[src/rtl/cfr_pkg.sv]
// ----------------------------------------------------------------------------
// cfr_pkg
// Shared types and constants of the command frame receiver.
// ----------------------------------------------------------------------------
package cfr_pkg;

  // period store sizing
  localparam int MAX_PERIODS = 8;
  localparam int IDX_W       = (MAX_PERIODS > 1) ? $clog2(MAX_PERIODS) : 1;
  localparam int CNT_W       = $clog2(MAX_PERIODS + 1);

  // request opcodes
  localparam logic OP_BYTE = 1'b0;
  localparam logic OP_TICK = 1'b1;

  // receive phases
  localparam logic [1:0] PH_ID  = 2'd0;
  localparam logic [1:0] PH_LEN = 2'd1;
  localparam logic [1:0] PH_PAY = 2'd2;

  // command ids and masks
  localparam logic [7:0] FRAME_BIT_MASK = 8'h80;
  localparam logic [7:0] GROUP_MASK     = 8'hF0;
  localparam logic [7:0] CMD_SELECT_GRP = 8'h70;
  localparam logic [7:0] CMD_DEBUG      = 8'h01;
  localparam logic [7:0] CMD_RUN_INSTR  = 8'h02;
  localparam logic [7:0] CMD_RUN_STEP   = 8'h03;
  localparam logic [7:0] CMD_UPLOAD     = 8'h80;
  localparam logic [7:0] MIN_UPLOAD_LEN = 8'd4;

  // action codes
  localparam logic [2:0] ACT_NONE      = 3'd0;
  localparam logic [2:0] ACT_SELECT    = 3'd1;
  localparam logic [2:0] ACT_TOGGLE    = 3'd2;
  localparam logic [2:0] ACT_RESET_SEQ = 3'd3;
  localparam logic [2:0] ACT_RUN_INSTR = 3'd4;
  localparam logic [2:0] ACT_RUN_STEP  = 3'd5;
  localparam logic [2:0] ACT_PERIOD    = 3'd6;

  // response codes
  localparam logic [2:0] RSP_NONE    = 3'd0;
  localparam logic [2:0] RSP_ACK     = 3'd1;
  localparam logic [2:0] RSP_UNKNOWN = 3'd2;
  localparam logic [2:0] RSP_TIMEOUT = 3'd3;
  localparam logic [2:0] RSP_INVALID = 3'd4;

  // one result item
  typedef struct packed {
    logic [2:0]  action;
    logic [3:0]  entry_index;
    logic [15:0] period;
    logic [3:0]  entry_count;
    logic [2:0]  response;
    logic        last;
  } res_t;

endpackage

[src/rtl/cfr_ram.sv]
// ----------------------------------------------------------------------------
// cfr_ram
// Generic simple dual port RAM, one write port, one registered read port.
// ----------------------------------------------------------------------------
module cfr_ram #(
  parameter int WIDTH = 16,
  parameter int DEPTH = 8
) (
  input  logic                                           clk,
  input  logic                                           we,
  input  logic [((DEPTH > 1) ? $clog2(DEPTH) : 1)-1:0]   waddr,
  input  logic [WIDTH-1:0]                               wdata,
  input  logic [((DEPTH > 1) ? $clog2(DEPTH) : 1)-1:0]   raddr,
  output logic [WIDTH-1:0]                               rdata
);

  logic [WIDTH-1:0] mem [DEPTH];

  // write port and registered read
  always_ff @(posedge clk) begin
    if (we) begin
      mem[waddr] <= wdata;
    end
    rdata <= mem[raddr];
  end

endmodule

[src/rtl/command_frame_receiver.sv]
// ----------------------------------------------------------------------------
// command_frame_receiver
// Parses command frames from serial bytes and timeout ticks into actions.
//
// Each request is either a received byte or one timer tick. A request is
// taken into a one-entry input register, so the next request can be taken
// while a result still waits at the output register. A byte or a tick is
// processed once the output register is free and no readback runs, giving
// at most one result. Completing a valid timer config upload (id 0x80)
// instead reads the stored periods back from the period RAM: each entry
// is a RAM read, then an output load that waits out any output stall,
// and the acknowledge follows the last entry. Periods are written into
// the RAM as their high bytes arrive; the readback only starts after the
// final write has landed.
// timeout_ticks is written through the cfg port, which is always ready.
// ----------------------------------------------------------------------------
module command_frame_receiver (
  input  logic        clk,
  input  logic        rst,
  // configuration write
  input  logic        cfg_valid,
  output logic        cfg_ready,
  input  logic [15:0] cfg_data,
  // input requests
  input  logic        in_valid,
  output logic        in_stall,
  input  logic        opcode,
  input  logic [7:0]  rx_byte,
  input  logic        sequencer_running,
  // result requests
  output logic        out_valid,
  input  logic        out_stall,
  output logic [2:0]  action,
  output logic [3:0]  entry_index,
  output logic [15:0] period,
  output logic [3:0]  entry_count,
  output logic [2:0]  response,
  output logic        last
);

  localparam logic [1:0] S_IDLE = 2'd0;
  localparam logic [1:0] S_RD   = 2'd1;
  localparam logic [1:0] S_EMIT = 2'd2;
  localparam logic [1:0] S_ACK  = 2'd3;

  localparam int IDX_W_L = cfr_pkg::IDX_W;
  localparam int CNT_W_L = cfr_pkg::CNT_W;

  // configuration
  logic [15:0] timeout_ticks;

  // input register
  logic        in_full;
  logic        in_opcode;
  logic [7:0]  in_byte;
  logic        in_running;

  // receiver state
  logic [1:0]  phase, phase_next;
  logic [7:0]  current_id, current_id_next;
  logic [7:0]  frame_length, frame_length_next;
  logic [7:0]  bytes_left, bytes_left_next;
  logic [7:0]  payload_position, payload_position_next;
  logic [7:0]  low_byte_hold, low_byte_hold_next;
  logic [15:0] tick_count, tick_count_next;

  // readback sequencer
  logic [1:0]             state;
  logic [IDX_W_L-1:0]     rd_idx;
  logic [CNT_W_L-1:0]     cnt;

  // output register
  cfr_pkg::res_t out_reg, out_data;
  logic          out_load;
  logic          out_free;

  // processing signals
  logic                proc;
  logic                single_valid;
  cfr_pkg::res_t       single_res;
  logic                do_handle;
  logic                start_upload;
  logic [7:0]          h_id;
  logic [7:0]          h_len;
  logic [2:0]          h_act;
  logic [3:0]          h_idx;
  logic [2:0]          h_resp;
  logic                h_upload;
  logic [6:0]          h_half;
  logic [CNT_W_L-1:0]  h_cnt;
  logic [15:0]         tick_sat;
  logic [7:0]          pay_idx;

  // period RAM ports
  logic                wr_en;
  logic [IDX_W_L-1:0]  wr_addr;
  logic [15:0]         wr_data;
  logic [15:0]         rd_data;

  assign cfg_ready = 1'b1;
  assign in_stall  = in_full;
  assign out_free  = !out_valid || !out_stall;
  assign proc      = in_full && (state == S_IDLE) && out_free;

  // configuration register
  always_ff @(posedge clk) begin
    if (rst) begin
      timeout_ticks <= 16'd1;
    end else if (cfg_valid && cfg_ready) begin
      timeout_ticks <= cfg_data;
    end
  end

  // input register
  always_ff @(posedge clk) begin
    if (rst) begin
      in_full <= 1'b0;
    end else if (in_valid && !in_stall) begin
      in_full <= 1'b1;
    end else if (proc) begin
      in_full <= 1'b0;
    end
  end

  always_ff @(posedge clk) begin
    if (in_valid && !in_stall) begin
      in_opcode  <= opcode;
      in_byte    <= rx_byte;
      in_running <= sequencer_running;
    end
  end

  // frame parsing and command decode
  always_comb begin
    phase_next            = phase;
    current_id_next       = current_id;
    frame_length_next     = frame_length;
    bytes_left_next       = bytes_left;
    payload_position_next = payload_position;
    low_byte_hold_next    = low_byte_hold;
    tick_count_next       = tick_count;
    single_valid          = 1'b0;
    single_res            = '0;
    do_handle             = 1'b0;
    wr_en                 = 1'b0;
    wr_data               = {in_byte, low_byte_hold};
    h_id                  = current_id;
    h_len                 = frame_length;
    tick_sat              = (tick_count != 16'hFFFF) ? tick_count + 16'd1 : tick_count;
    pay_idx               = (payload_position - 8'd2) >> 1;
    wr_addr               = pay_idx[IDX_W_L-1:0];

    if (proc) begin
      if (in_opcode == cfr_pkg::OP_TICK) begin
        // timeout counting while a frame is open
        if (phase != cfr_pkg::PH_ID) begin
          tick_count_next = tick_sat;
          if (tick_sat >= timeout_ticks) begin
            phase_next          = cfr_pkg::PH_ID;
            single_valid        = 1'b1;
            single_res.response = cfr_pkg::RSP_TIMEOUT;
            single_res.last     = 1'b1;
          end
        end
      end else begin
        unique case (phase)
          cfr_pkg::PH_LEN: begin
            frame_length_next     = in_byte;
            bytes_left_next       = in_byte;
            payload_position_next = 8'd0;
            h_len                 = in_byte;
            if (in_byte == 8'd0) begin
              phase_next = cfr_pkg::PH_ID;
              do_handle  = 1'b1;
            end else begin
              phase_next = cfr_pkg::PH_PAY;
            end
          end
          cfr_pkg::PH_PAY: begin
            // two skipped bytes, then little-endian periods
            if (payload_position >= 8'd2) begin
              if (!payload_position[0]) begin
                low_byte_hold_next = in_byte;
              end else if (pay_idx < 8'(cfr_pkg::MAX_PERIODS)) begin
                wr_en = 1'b1;
              end
            end
            if (payload_position != 8'hFF) begin
              payload_position_next = payload_position + 8'd1;
            end
            if (bytes_left != 8'd0) begin
              bytes_left_next = bytes_left - 8'd1;
            end
            if (bytes_left_next == 8'd0) begin
              phase_next = cfr_pkg::PH_ID;
              do_handle  = 1'b1;
            end
          end
          default: begin
            // id byte, also the unused phase code
            current_id_next = in_byte;
            h_id            = in_byte;
            if ((in_byte & cfr_pkg::FRAME_BIT_MASK) == 8'd0) begin
              phase_next = cfr_pkg::PH_ID;
              do_handle  = 1'b1;
            end else begin
              phase_next      = cfr_pkg::PH_LEN;
              tick_count_next = 16'd0;
            end
          end
        endcase
      end
    end

    // command decode
    h_act    = cfr_pkg::ACT_NONE;
    h_idx    = 4'd0;
    h_resp   = cfr_pkg::RSP_UNKNOWN;
    h_upload = 1'b0;
    h_half   = h_len[7:1] - 7'd1;
    if (h_half > 7'(cfr_pkg::MAX_PERIODS)) begin
      h_cnt = CNT_W_L'(cfr_pkg::MAX_PERIODS);
    end else begin
      h_cnt = CNT_W_L'(h_half);
    end
    if ((h_id & cfr_pkg::GROUP_MASK) == cfr_pkg::CMD_SELECT_GRP) begin
      h_act  = cfr_pkg::ACT_SELECT;
      h_idx  = h_id[3:0];
      h_resp = cfr_pkg::RSP_ACK;
    end else if (h_id == cfr_pkg::CMD_DEBUG) begin
      h_act  = in_running ? cfr_pkg::ACT_TOGGLE : cfr_pkg::ACT_RESET_SEQ;
      h_resp = cfr_pkg::RSP_ACK;
    end else if (h_id == cfr_pkg::CMD_RUN_INSTR) begin
      h_act  = cfr_pkg::ACT_RUN_INSTR;
      h_resp = cfr_pkg::RSP_ACK;
    end else if (h_id == cfr_pkg::CMD_RUN_STEP) begin
      h_act  = cfr_pkg::ACT_RUN_STEP;
      h_resp = cfr_pkg::RSP_ACK;
    end else if (h_id == cfr_pkg::CMD_UPLOAD) begin
      if ((h_len < cfr_pkg::MIN_UPLOAD_LEN) || h_len[0]) begin
        h_resp = cfr_pkg::RSP_INVALID;
      end else begin
        h_upload = 1'b1;
      end
    end

    start_upload = do_handle && h_upload;
    if (do_handle && !h_upload) begin
      single_valid           = 1'b1;
      single_res.action      = h_act;
      single_res.entry_index = h_idx;
      single_res.response    = h_resp;
      single_res.last        = 1'b1;
    end
  end

  // receiver state registers
  always_ff @(posedge clk) begin
    if (rst) begin
      phase            <= cfr_pkg::PH_ID;
      current_id       <= 8'd0;
      frame_length     <= 8'd0;
      bytes_left       <= 8'd0;
      payload_position <= 8'd0;
      low_byte_hold    <= 8'd0;
      tick_count       <= 16'd0;
    end else begin
      phase            <= phase_next;
      current_id       <= current_id_next;
      frame_length     <= frame_length_next;
      bytes_left       <= bytes_left_next;
      payload_position <= payload_position_next;
      low_byte_hold    <= low_byte_hold_next;
      tick_count       <= tick_count_next;
    end
  end

  // period store
  cfr_ram #(
    .WIDTH (16),
    .DEPTH (cfr_pkg::MAX_PERIODS)
  ) u_period_ram (
    .clk   (clk),
    .we    (wr_en),
    .waddr (wr_addr),
    .wdata (wr_data),
    .raddr (rd_idx),
    .rdata (rd_data)
  );

  // output select
  always_comb begin
    out_load = 1'b0;
    out_data = '0;
    unique case (state)
      S_IDLE: begin
        out_load = single_valid;
        out_data = single_res;
      end
      S_EMIT: begin
        out_load             = out_free;
        out_data.action      = cfr_pkg::ACT_PERIOD;
        out_data.entry_index = 4'(rd_idx);
        out_data.period      = rd_data;
        out_data.entry_count = 4'(cnt);
      end
      S_ACK: begin
        out_load             = out_free;
        out_data.entry_count = 4'(cnt);
        out_data.response    = cfr_pkg::RSP_ACK;
        out_data.last        = 1'b1;
      end
      default: begin
        out_load = 1'b0;
      end
    endcase
  end

  // readback sequencer
  always_ff @(posedge clk) begin
    if (rst) begin
      state <= S_IDLE;
    end else begin
      unique case (state)
        S_IDLE: begin
          if (start_upload) begin
            state <= S_RD;
          end
        end
        S_RD: begin
          state <= S_EMIT;
        end
        S_EMIT: begin
          if (out_free) begin
            if (CNT_W_L'(rd_idx) == cnt - CNT_W_L'(1)) begin
              state <= S_ACK;
            end else begin
              state <= S_RD;
            end
          end
        end
        S_ACK: begin
          if (out_free) begin
            state <= S_IDLE;
          end
        end
        default: begin
          state <= S_IDLE;
        end
      endcase
    end
  end

  always_ff @(posedge clk) begin
    if (start_upload) begin
      rd_idx <= '0;
      cnt    <= h_cnt;
    end else if ((state == S_EMIT) && out_free) begin
      rd_idx <= rd_idx + IDX_W_L'(1);
    end
  end

  // output register
  always_ff @(posedge clk) begin
    if (rst) begin
      out_valid <= 1'b0;
    end else if (out_load) begin
      out_valid <= 1'b1;
    end else if (!out_stall) begin
      out_valid <= 1'b0;
    end
  end

  always_ff @(posedge clk) begin
    if (out_load) begin
      out_reg <= out_data;
    end
  end

  assign action      = out_reg.action;
  assign entry_index = out_reg.entry_index;
  assign period      = out_reg.period;
  assign entry_count = out_reg.entry_count;
  assign response    = out_reg.response;
  assign last        = out_reg.last;

  // no store write while the store is being read back
  a_no_write_in_readback: assert property (@(posedge clk) disable iff (rst)
    (state != S_IDLE) |-> !wr_en)
    else $error("period store written during readback");

  // only period entries are sent without last
  a_last_only_on_final: assert property (@(posedge clk) disable iff (rst)
    (out_valid && !out_reg.last) |-> (out_reg.action == cfr_pkg::ACT_PERIOD))
    else $error("non-entry result without last");

  // read index stays inside the upload count
  a_idx_in_range: assert property (@(posedge clk) disable iff (rst)
    ((state == S_RD) || (state == S_EMIT)) |-> (CNT_W_L'(rd_idx) < cnt))
    else $error("readback index beyond entry count");

  // each entry is loaded only after its RAM read cycle
  a_emit_after_read: assert property (@(posedge clk) disable iff (rst)
    (state == S_EMIT) |-> (($past(state) == S_RD) || ($past(state) == S_EMIT)))
    else $error("entry emitted without a RAM read");

endmodule

[config.mk]
export PLATFORM = sky130hd
export DESIGN_NAME = command_frame_receiver
export DESIGN_NICKNAME = d
export VERILOG_FILES = /design/src/rtl/cfr_pkg.sv /design/src/rtl/cfr_ram.sv /design/src/rtl/command_frame_receiver.sv
export SDC_FILE = /design/constraint.sdc
export NUM_CORES = 1
export LEC_CHECK = 0
export BUFFER_PORTS_ARGS = -buffer_cell sky130_fd_sc_hd__buf_2
export CAP_MARGIN = 10
export CORE_MARGIN = 5
export CORE_UTILIZATION = 45
export DETAILED_ROUTE_END_ITERATION = 16
export GPL_ROUTABILITY_DRIVEN = 0
export PLACE_DENSITY_LB_ADDON = 0.1
export SLEW_MARGIN = 20
export SYNTH_ARGS = -nofsm -noshare
export SYNTH_HDL_FRONTEND = slang
export SYNTH_SLANG_ARGS = --single-unit
[constraint.sdc]
create_clock -name clk -period 11.1 [get_ports clk]
set_clock_uncertainty 0.15 [all_clocks]
set_input_delay 0.555 -clock clk [delete_from_list [all_inputs] [get_ports clk]]
set_output_delay 0.555 -clock clk [all_outputs]
set_load 0.05 [all_outputs]
==> results.json, run 1 <==
{
  "status": "completed",
  "drv_cap": 0,
  "fin_nets": 1048,
  "worst_pin_slew_ps": 1060,
  "dpl.hpwl_um": 15800,
  "core_area_um2": 25900,
  "rsz0062_at_grt": "false",
  "setup_tns_ps": 0,
  "hold_viol": 0,
  "drc": 0,
  "worstPathMaxFanout": 21,
  "post-route-period-util_pct": 41.7,
  "num_antenna_cells": 0,
  "ant_nets": 0,
  "nFillCells": 2193,
  "setup_viol": 0,
  "area_growth_pct": 14.5,
  "worst_ep_arrival_time_ps": 4730,
  "cts_resized": 0,
  "grt_pass1_wl_um": 39200,
  "io_pins": 65,
  "yosys_most_used_dff": "edfxtp_1",
  "cts_buffer_depth": 3,
  "hold_class": "input port to flip-flop",
  "yosys.area.top_type": "edfxtp_1",
  "required_ps": 11190,
  "combPwrFrac_pct": 4.0,
  "reg2reg_slack_ps": 6470,
  "yosysSeqAreaShare_pct": 60.8,
  "clk_pin_slew_ps": 60,
  "cts_setup_buffers": 0,
  "synth.most_common_cell": "edfxtp_1",
  "final.min_clock_period_ps": 4630,
  "worstSetupPathType": "flip-flop to flip-flop",
  "synthCells": 912,
  "power_mw": 2.14,
  "synth_top_area_share_pct": 44.2,
  "cts_tree": "yes",
  "cts_num_sinks": 270,
  "htreeDepth": 1,
  "wl_per_cell_um": 18.4,
  "max_freq_ghz": 0.216,
  "ys_ff_latch": 270,
  "p_leak_nw": 5.01,
  "track_usage_pct": 16.8,
  "p_seq_share_pct": 50.9,
  "gr-total-overflow": 0,
  "power_density_nw_per_um2": 159,
  "grt_max_degree": 60,
  "relSlewSlack_pct": 29.2,
  "synth-async-reset-ratio_pct": 0,
  "die_h_um": 172,
  "dieArea_um2": 29400,
  "cell_internal_pwr_mw": 1.69,
  "synthTopCellsByArea": "edfxtp_1, dfxtp_1, mux4_2, ha_1, mux2i_1",
  "synthTopCellsByCount": "edfxtp_1, nor2_1, dfxtp_1",
  "synth_area_um2": 11700,
  "vias": 7238,
  "ys.warnings.count": 0,
  "syn_nets": 977,
  "io_buffers": 63,
  "grt_antenna_before_repair": 0,
  "peakVddDrop_v": 0.0000977,
  "clkLatencyLatePin_ps": 540,
  "power.switching_uw": 449,
  "start_util_pct": 45.3,
  "pwr-share-clk_pct": 45.1,
  "grt_pass1_vias": 7258,
  "cts-root-buf": "clkbuf_16",
  "drv_slew": 0,
  "drtIter0Drc": 515,
  "start_kind": "flip-flop",
  "fp.dieW_um": 172,
  "routed_wl_um": 24700,
  "cts_hold_buf": 0,
  "vias_per_cell": 5.41,
  "switching_share_pct": 20.9,
  "synth_edf_count": 173,
  "drt_pre_antenna_iters": 5,
  "drive_gt1_share_pct": 19.6,
  "ys_types": 73,
  "cp-end-kind": "flip-flop",
  "avgSynthCellArea_um2": 12.9,
  "cts_buffers": 27,
  "placementRows": 59
}
worst max-delay path, stage by stage, from the launching register on:
cell	delay [ps]
dfxtp_1	430
and4_1	300
nand4_1	260
or4_1	740
and3_1	300
xor2_1	150
ha_1	270
o211ai_1	80
o21ai_0	170
a41oi_1	200
nor2b_1	340
nor2_1	170
a21oi_4	510
buf_16	240
placed cells by master, fill, tap and decap left out, types with 16 or more instances in the layout:
cell	Yosys	final
nor2_1	103	103
o21ai_0	30	30
mux2i_1	39	39
ha_1	34	34
nor3_1	24	20
clkbuf_16	0	27
nand2_1	55	55
edfxtp_1	173	173
mux2_2	21	21
xor2_1	16	16
and2_1	21	21
inv_1	40	40
buf_2	3	63
xnor2_1	16	16
mux4_2	32	32
dfxtp_1	97	96
a21oi_1	33	32
power by group through the flow:
stage	sequential, mW	clock, mW	combinational, mW
global placement	1.11	0	0.0854
floorplan	1.12	0	0.0532
CTS	1.09	0.989	0.0870
global route	1.09	1.04	0.0942
detailed placement	1.11	0	0.0867
finish	1.09	0.967	0.0855
per-layer routing:
layer | vias to the layer above | track usage (%) | routed length [µm]
met5 | - | 0 | 0
met4 | 0 | 4.37 | 537
met3 | 47 | 2.51 | 1150
met2 | 161 | 27.6 | 11500
met1 | 3510 | 23.6 | 11500
li1 | 3520 | - | -
final cells by class:
class	count	area [µm²]	area share, %
clock inverters	14	210	1.56
flip-flops and latches	270	7140	53.1
inverters	40	150	1.12
repair buffers	77	440	3.28
well taps	335	419	3.12
clock buffers	36	739	5.50
multi-input cells	567	4340	32.3
path summary, 6_finish.rpt:
path,from,end,depth (start not counted)
max,tick_count[2],period[6],13
min,rx_byte[1],in_byte[1],1
max reg2reg,tick_count[2],period[6],13
min reg2reg,current_id[4],current_id[4],2
cell families (layout without fill, tap and decap cells):
group / Yosys count / in the layout / synth area share, %
xor gates and xnor gates: 32 / 32 / 2.39
adders and majority gates: 34 / 34 / 3.62
AOI/OAI and AO/OA: 124 / 124 / 7.15
muxes: 92 / 92 / 11.5
DFF: 270 / 270 / 60.8
and+or+nand+nor: 284 / 284 / 11.9
buffers and inverters: 75 / 167 / 2.66
other: 1 / 1 / 0.0319
through the flow:
stage          setup slack (ps)  utilization, %  std cells  instance area (µm²)  hold slack, ps
5_1_grt                    6160            51.9       1339                13400            10.3
3_5_place_dp               6300            48.2       1289                12500             323
2_1_floorplan              6170               -        912                11700             298
3_3_place_gp               6100            48.1       1288                12500             315
6_report                   6470            51.9       1339                13400            34.6
4_1_cts                    6280            51.9       1339                13400            11.7
flip-flops by register name, summed over array words and instances, names as in the netlist, 3 cells and up:
name                cells
cnt                     4
in_byte                 8
u_period_ram.rdata     16
response                3
action                  3
u_period_ram.mem      128
tick_count             16
timeout_ticks          16
bytes_left              8
low_byte_hold           8
entry_count             4
payload_position        8
frame_length            8
period                 16
current_id              8
entry_index             4
rd_idx                  3
Power figures use the tool's default switching activity.
==> inputs of run 2 (changes only) <==
ABC_AREA = 1   (was default)
clock period = 4.8 ns   (was 11.1 ns; I/O delays follow)
==> run 2 against run 1 <==
Against the previous run:
- register-to-register slack got worse by 5500 ps
- clock power grew 120%
- area after synthesis rose by 0.55%
==> results.json, run 2 <==
{
  "status": "completed",
  "cts_resized": 0,
  "peakVddDrop_v": 0.000307,
  "synthTopCellsByArea": "edfxtp_1, dfxtp_1, nor2_1, nand2_1, o21ai_0",
  "drv_slew": 0,
  "rsz0062_at_grt": "false",
  "ys.warnings.count": 0,
  "clkLatencyLatePin_ps": 540,
  "vias_per_cell": 5.10,
  "cp_common_cell": "nand3_1",
  "post-route-period-util_pct": 80.0,
  "p_leak_nw": 5.45,
  "grt_pass1_vias": 8100,
  "hold_viol": 0,
  "placementRows": 59,
  "cts_num_sinks": 270,
  "syn_nets": 1289,
  "grt_max_degree": 47,
  "synth_edf_count": 173,
  "avgSynthCellArea_um2": 9.65,
  "cts_tree": "yes",
  "htreeDepth": 1,
  "hold_class": "input port to flip-flop",
  "drc": 0,
  "synth_top_area_share_pct": 44.0,
  "nFillCells": 2332,
  "gr-usage-met3_pct": 2.45,
  "cp-end-kind": "flip-flop",
  "routed_wl_um": 26900,
  "grt_pass1_wl_um": 43500,
  "worstPathMaxFanout": 31,
  "register_area_um2": 7140,
  "yosysSeqAreaShare_pct": 60.4,
  "worstSetupStartpoint": "tick_count[0]",
  "ant_nets": 0,
  "start_kind": "flip-flop",
  "worstSetupPathType": "flip-flop to flip-flop",
  "cts_buffers": 29,
  "final_core_util_pct": 53.0,
  "worst_ep_arrival_time_ps": 3870,
  "yosys.area.top_type": "edfxtp_1",
  "grt_use_met2_pct": 30.6,
  "use_met1_pct": 25.8,
  "top_usage_layer": "met2",
  "setup_tns_ps": 0,
  "power_density_nw_per_um2": 445,
  "final.min_clock_period_ps": 3840,
  "max_flop_register": "u_period_ram.mem",
  "synthTopCellsByCount": "nor2_1, nand2_1, edfxtp_1",
  "relSlewSlack_pct": 35.1,
  "synthCells": 1224,
  "vias": 8579,
  "grt_antenna_before_repair": 0,
  "cts-root-buf": "clkbuf_16",
  "num_antenna_cells": 0,
  "io_buffers": 63,
  "final_common_cell": "nor2_1",
  "multiInputGateArea_um2": 4000,
  "wl_per_cell_um": 16.0,
  "synth_area_um2": 11800,
  "clk_pin_slew_ps": 60,
  "core_area_um2": 25900,
  "worstHoldStart": "rst",
  "drtIter0Drc": 546,
  "final_cell_mix": "nor2_1, nand2_1, edfxtp_1, inv_1, o21ai_0",
  "cts_setup_buffers": 0,
  "track_usage_pct": 18.4,
  "drv_cap": 0,
  "io_pins": 65,
  "drt_pre_antenna_iters": 5,
  "cts_hold_buf": 29,
  "max_freq_ghz": 0.261,
  "dpl_cell_area_um2": 12500,
  "yosys_most_used_dff": "edfxtp_1",
  "cts_buffer_depth": 3,
  "area_growth_pct": 16.2,
  "r2r_start": "tick_count[0]",
  "power_mw": 6.10,
  "ys_ff_latch": 270,
  "synth-async-reset-ratio_pct": 0,
  "synth.most_common_cell": "nor2_1",
  "dpl.hpwl_um": 17200,
  "gr-total-overflow": 0,
  "ys_types": 44,
  "largest_reg_flops": 128,
  "fin_nets": 1388,
  "fp.dieW_um": 172,
  "worst_pin_slew_ps": 973,
  "crit_chain": "ha_1 > inv_1 > nor3_1 > nand3_1 > nor2_1 > nand3_1 > nand4_1 > xnor2_1 > ha_1 > nand4_1 > nor3_1 > nand2_1 > nand3_1 > nand2_1 > nand3_1 > nand2_1 > inv_1 > buf_4",
  "required_ps": 4830,
  "cpPeakStageDelay_ps": 380,
  "die_h_um": 172,
  "setup_viol": 0,
  "drive_gt1_share_pct": 12.0,
  "start_util_pct": 45.6,
  "dieArea_um2": 29600,
  "crit_slowest_cell": "dfxtp_1",
  "final_cell_area_um2": 13700
}
-- run 2: cell count changes after synthesis, moves of 11 or more --
cell / change
clkbuf_1: +14
nand2_1: +128
mux2_2: -21
o22ai_1: +17
mux4_2: -32
mux2i_1: -39
nor2_1: +109
o21ai_0: +70
inv_1: +78
and2_1: -21
a21oi_1: +40
nor3_1: -11
nand3_1: +27
-- run 2: per-layer routing --
layer / vias to the layer above / share of wire, %
li1: 4333 / -
met3: 41 / 5.2
met2: 207 / 46
met4: 0 / 1.9
met1: 3998 / 47
met5: - / 0
-- run 2: worst paths after layout --
kind | end | slack, ps | cells after the start
min | bytes_left[7] | 200 | 2
max | period[7] | 960 | 18
min reg2reg | frame_length[5] | 320 | 2
max reg2reg | period[7] | 960 | 18
-- run 2: layout make-up --
| cell class | instances | share of cell area, % |
|---|---|---|
| Clock buffer | 44 | 5.99 |
| Timing Repair Buffer | 112 | 5.51 |
| Clock inverter | 10 | 0.730 |
| Tap cell | 335 | 3.05 |
| Multi-Input combinational cell | 780 | 29.1 |
| Inverter | 130 | 3.56 |
| Sequential cell | 270 | 52.0 |
-- run 2: cells by family after synthesis --
logic type	synth area share, %
simple gates	17.7
buf+inv	5.69
fa+ha+maj	3.60
xor+xnor	1.63
other cells	0.0318
compound gates	10.9
flops	60.4
-- run 2: worst max-delay path: cells and delay by family (launching register included) --
kind | cells | cell delay, ps
buf+inv | 3 | 480
xor+xnor | 1 | 90
fa+ha+maj | 2 | 530
flops | 1 | 380
simple gates | 12 | 1800
-- run 2: through the flow --
step	hold slack [ps]	worst slack [ps]	cells
floorplan	189	1210	1224
global placement	266	1000	1598
detailed placement	268	932	1598
CTS	195	903	1681
global route	221	501	1681
finish	201	962	1681
-- run 2: where the power goes --
group          switching [mW]  internal, mW
Sequential             0.0648          2.61
Clock                   0.869          1.28
Combinational           0.892         0.383
Total                    1.83          4.27
==> inputs of run 3 (changes only) <==
clock period = 3.25 ns   (was 4.8 ns; I/O delays follow)
==> run 3 against run 2 <==
Against the previous run:
- the run now ends with setup timing left
- global-route usage grew 0.52 points
- critical path type unchanged
- clock power increased by 49%
- critical endpoint unchanged
- via count grew 2.3%
- largest power group unchanged
- sequential share of layout area is 2.6 points lower
- design area up 5.4%
- hold slack worse by 140 ps
- routed wire length increased by 5.3%
- first-iteration DRC count rose by 7.3%
- largest cell class unchanged
- sequential power increased by 48%
==> results.json, run 3 (synthesis gave the netlist of run 2 again) <==
{
  "cp_common_cell": "nand2_2",
  "crit_slowest_cell": "or4_4",
  "violations": "setup timing",
  "final_common_cell": "nor2_1",
  "fin_nets": 1442,
  "drt_pre_antenna_iters": 5,
  "track_usage_pct": 18.9,
  "clkLatencyLatePin_ps": 550,
  "grt_max_degree": 68,
  "r2r_cells": 19,
  "area_growth_pct": 22.5,
  "max_flop_register": "u_period_ram.mem",
  "drc": 0,
  "cpPeakStageDelay_ps": 450,
  "start_util_pct": 45.6,
  "placementRows": 59,
  "worstSetupPathType": "flip-flop to flip-flop",
  "crit_family": "simple AND/OR/NAND/NOR gates",
  "cp-end-kind": "flip-flop",
  "io_buffers": 63,
  "cts_tree": "yes",
  "worst_ep_arrival_time_ps": 3440,
  "finalNonFillerCells": 1735,
  "grt_use_met2_pct": 31.6,
  "rsz0062_at_grt": "true",
  "post-place-ws_ps": 8.62,
  "htreeDepth": 1,
  "top_usage_layer": "met2",
  "cp_num_buf_inv": 5,
  "hold_class": "input port to flip-flop",
  "relSlewSlack_pct": 45.0,
  "cts_num_sinks": 270,
  "gr-usage-met3_pct": 2.31,
  "dieArea_um2": 29600,
  "grt_pass1_wl_um": 44500,
  "use_met1_pct": 26.8,
  "vias_per_cell": 5.06,
  "routed_wl_um": 28300,
  "drv_slew": 0,
  "wl_per_cell_um": 16.3,
  "dp_cells": 1628,
  "setup_ws_ps": -35.2,
  "final_core_util_pct": 55.8,
  "clk_pin_slew_ps": 60,
  "final.min_clock_period_ps": 3290,
  "worstPathMaxFanout": 13,
  "start_kind": "flip-flop",
  "post-route-period-util_pct": 101,
  "setup_viol": 24,
  "dpl.hpwl_um": 17900,
  "num_antenna_cells": 0,
  "power_density_nw_per_um2": 628,
  "fp.dieW_um": 172,
  "max_freq_ghz": 0.304,
  "hold_viol": 0,
  "cts_buffer_depth": 3,
  "cts_buffers": 29,
  "required_ps": 3400,
  "gr-total-overflow": 0,
  "core_area_um2": 25900,
  "vias": 8773,
  "io_pins": 65,
  "cts-root-buf": "clkbuf_16",
  "holdWs_ps": 57.0,
  "worstHoldPathCells": 3,
  "crit_chain": "ha_4 > nand2_2 > or4_4 > nor2_4 > clkinv_4 > buf_4 > nand2_2 > ha_4 > nand4_1 > inv_1 > nand2_1 > o211ai_1 > nand2_1 > nand3_2 > nand2_4 > nand3_2 > nand2_2 > clkinvlp_4 > clkbuf_16",
  "peakVddDrop_v": 0.000695,
  "p_leak_nw": 5.80,
  "worst-path-stages": 19,
  "die_h_um": 172,
  "drv_cap": 0,
  "largest_reg_flops": 128,
  "worst_pin_slew_ps": 823,
  "drtIter0Drc": 586,
  "ant_nets": 0,
  "status": "complete, but fails checks",
  "drive_gt1_share_pct": 18.2,
  "grt_pass1_vias": 8433,
  "final_cell_mix": "nor2_1, nand2_1, edfxtp_1, inv_1, o21ai_0",
  "grt_antenna_before_repair": 0
}
## run 3: worst min-delay path: cells and delay by family
kind | cells | cell delay, ps
buffers and inverters | 2 | 400
AND/OR/NAND/NOR | 1 | 150
## run 3: through the flow
step / setup TNS (ps) / instance area (µm²) / power [mW]
6_report: -561 / 14500 / 9.09
5_1_grt: -8100 / 14500 / 9.56
4_1_cts: 0 / 14100 / 9.14
3_5_place_dp: 0 / 12800 / 5.89
3_3_place_gp: 0 / 12800 / 5.88
2_1_floorplan: -209 / 11900 / 5.35
## run 3: where the power goes
group / leakage [nW] / switching [mW] / internal [mW]
sequential: 2.31 / 0.0893 / 3.85
clock: 0.457 / 1.31 / 1.90
combinational: 3.03 / 1.33 / 0.613
total: 5.80 / 2.73 / 6.36
## run 3: final timing paths
kind / startpoint / endpoint / slack (ps)
worst max-delay path: tick_count[1] / period[7] / -40
worst min-delay path: rst / bytes_left[5] / 60
worst max register to register: tick_count[1] / period[7] / -40
worst min register to register: timeout_ticks[8] / timeout_ticks[8] / 320
## run 3: repair_timing
item                                    in CTS  in global routing
gates cloned                                 0                  2
endpoints found under the setup margin      26                 37
gates resized for setup                      1                 45
buffers inserted                             0                 13
hold buffers                                38                  0
hold endpoints to repair                    30                  0
pin swaps                                    0                  7
## run 3: routing by layer
metal | wire, µm | part of all wire (%) | vias up
li1 | - | - | 4446
met1 | 13300 | 47 | 4118
met2 | 13200 | 47 | 179
met3 | 1350 | 4.8 | 30
met4 | 431 | 1.5 | 0
met5 | 0 | 0 | -
## run 3: cell type report
cell class / count / area (µm²)
Clock buffer: 44 / 822
Inverter: 130 / 497
Fill cell: 2301 / 11500
Tap cell: 335 / 419
Multi-Input combinational cell: 780 / 4230
Sequential cell: 270 / 7150
Clock inverter: 10 / 103
Timing Repair Buffer: 166 / 1240
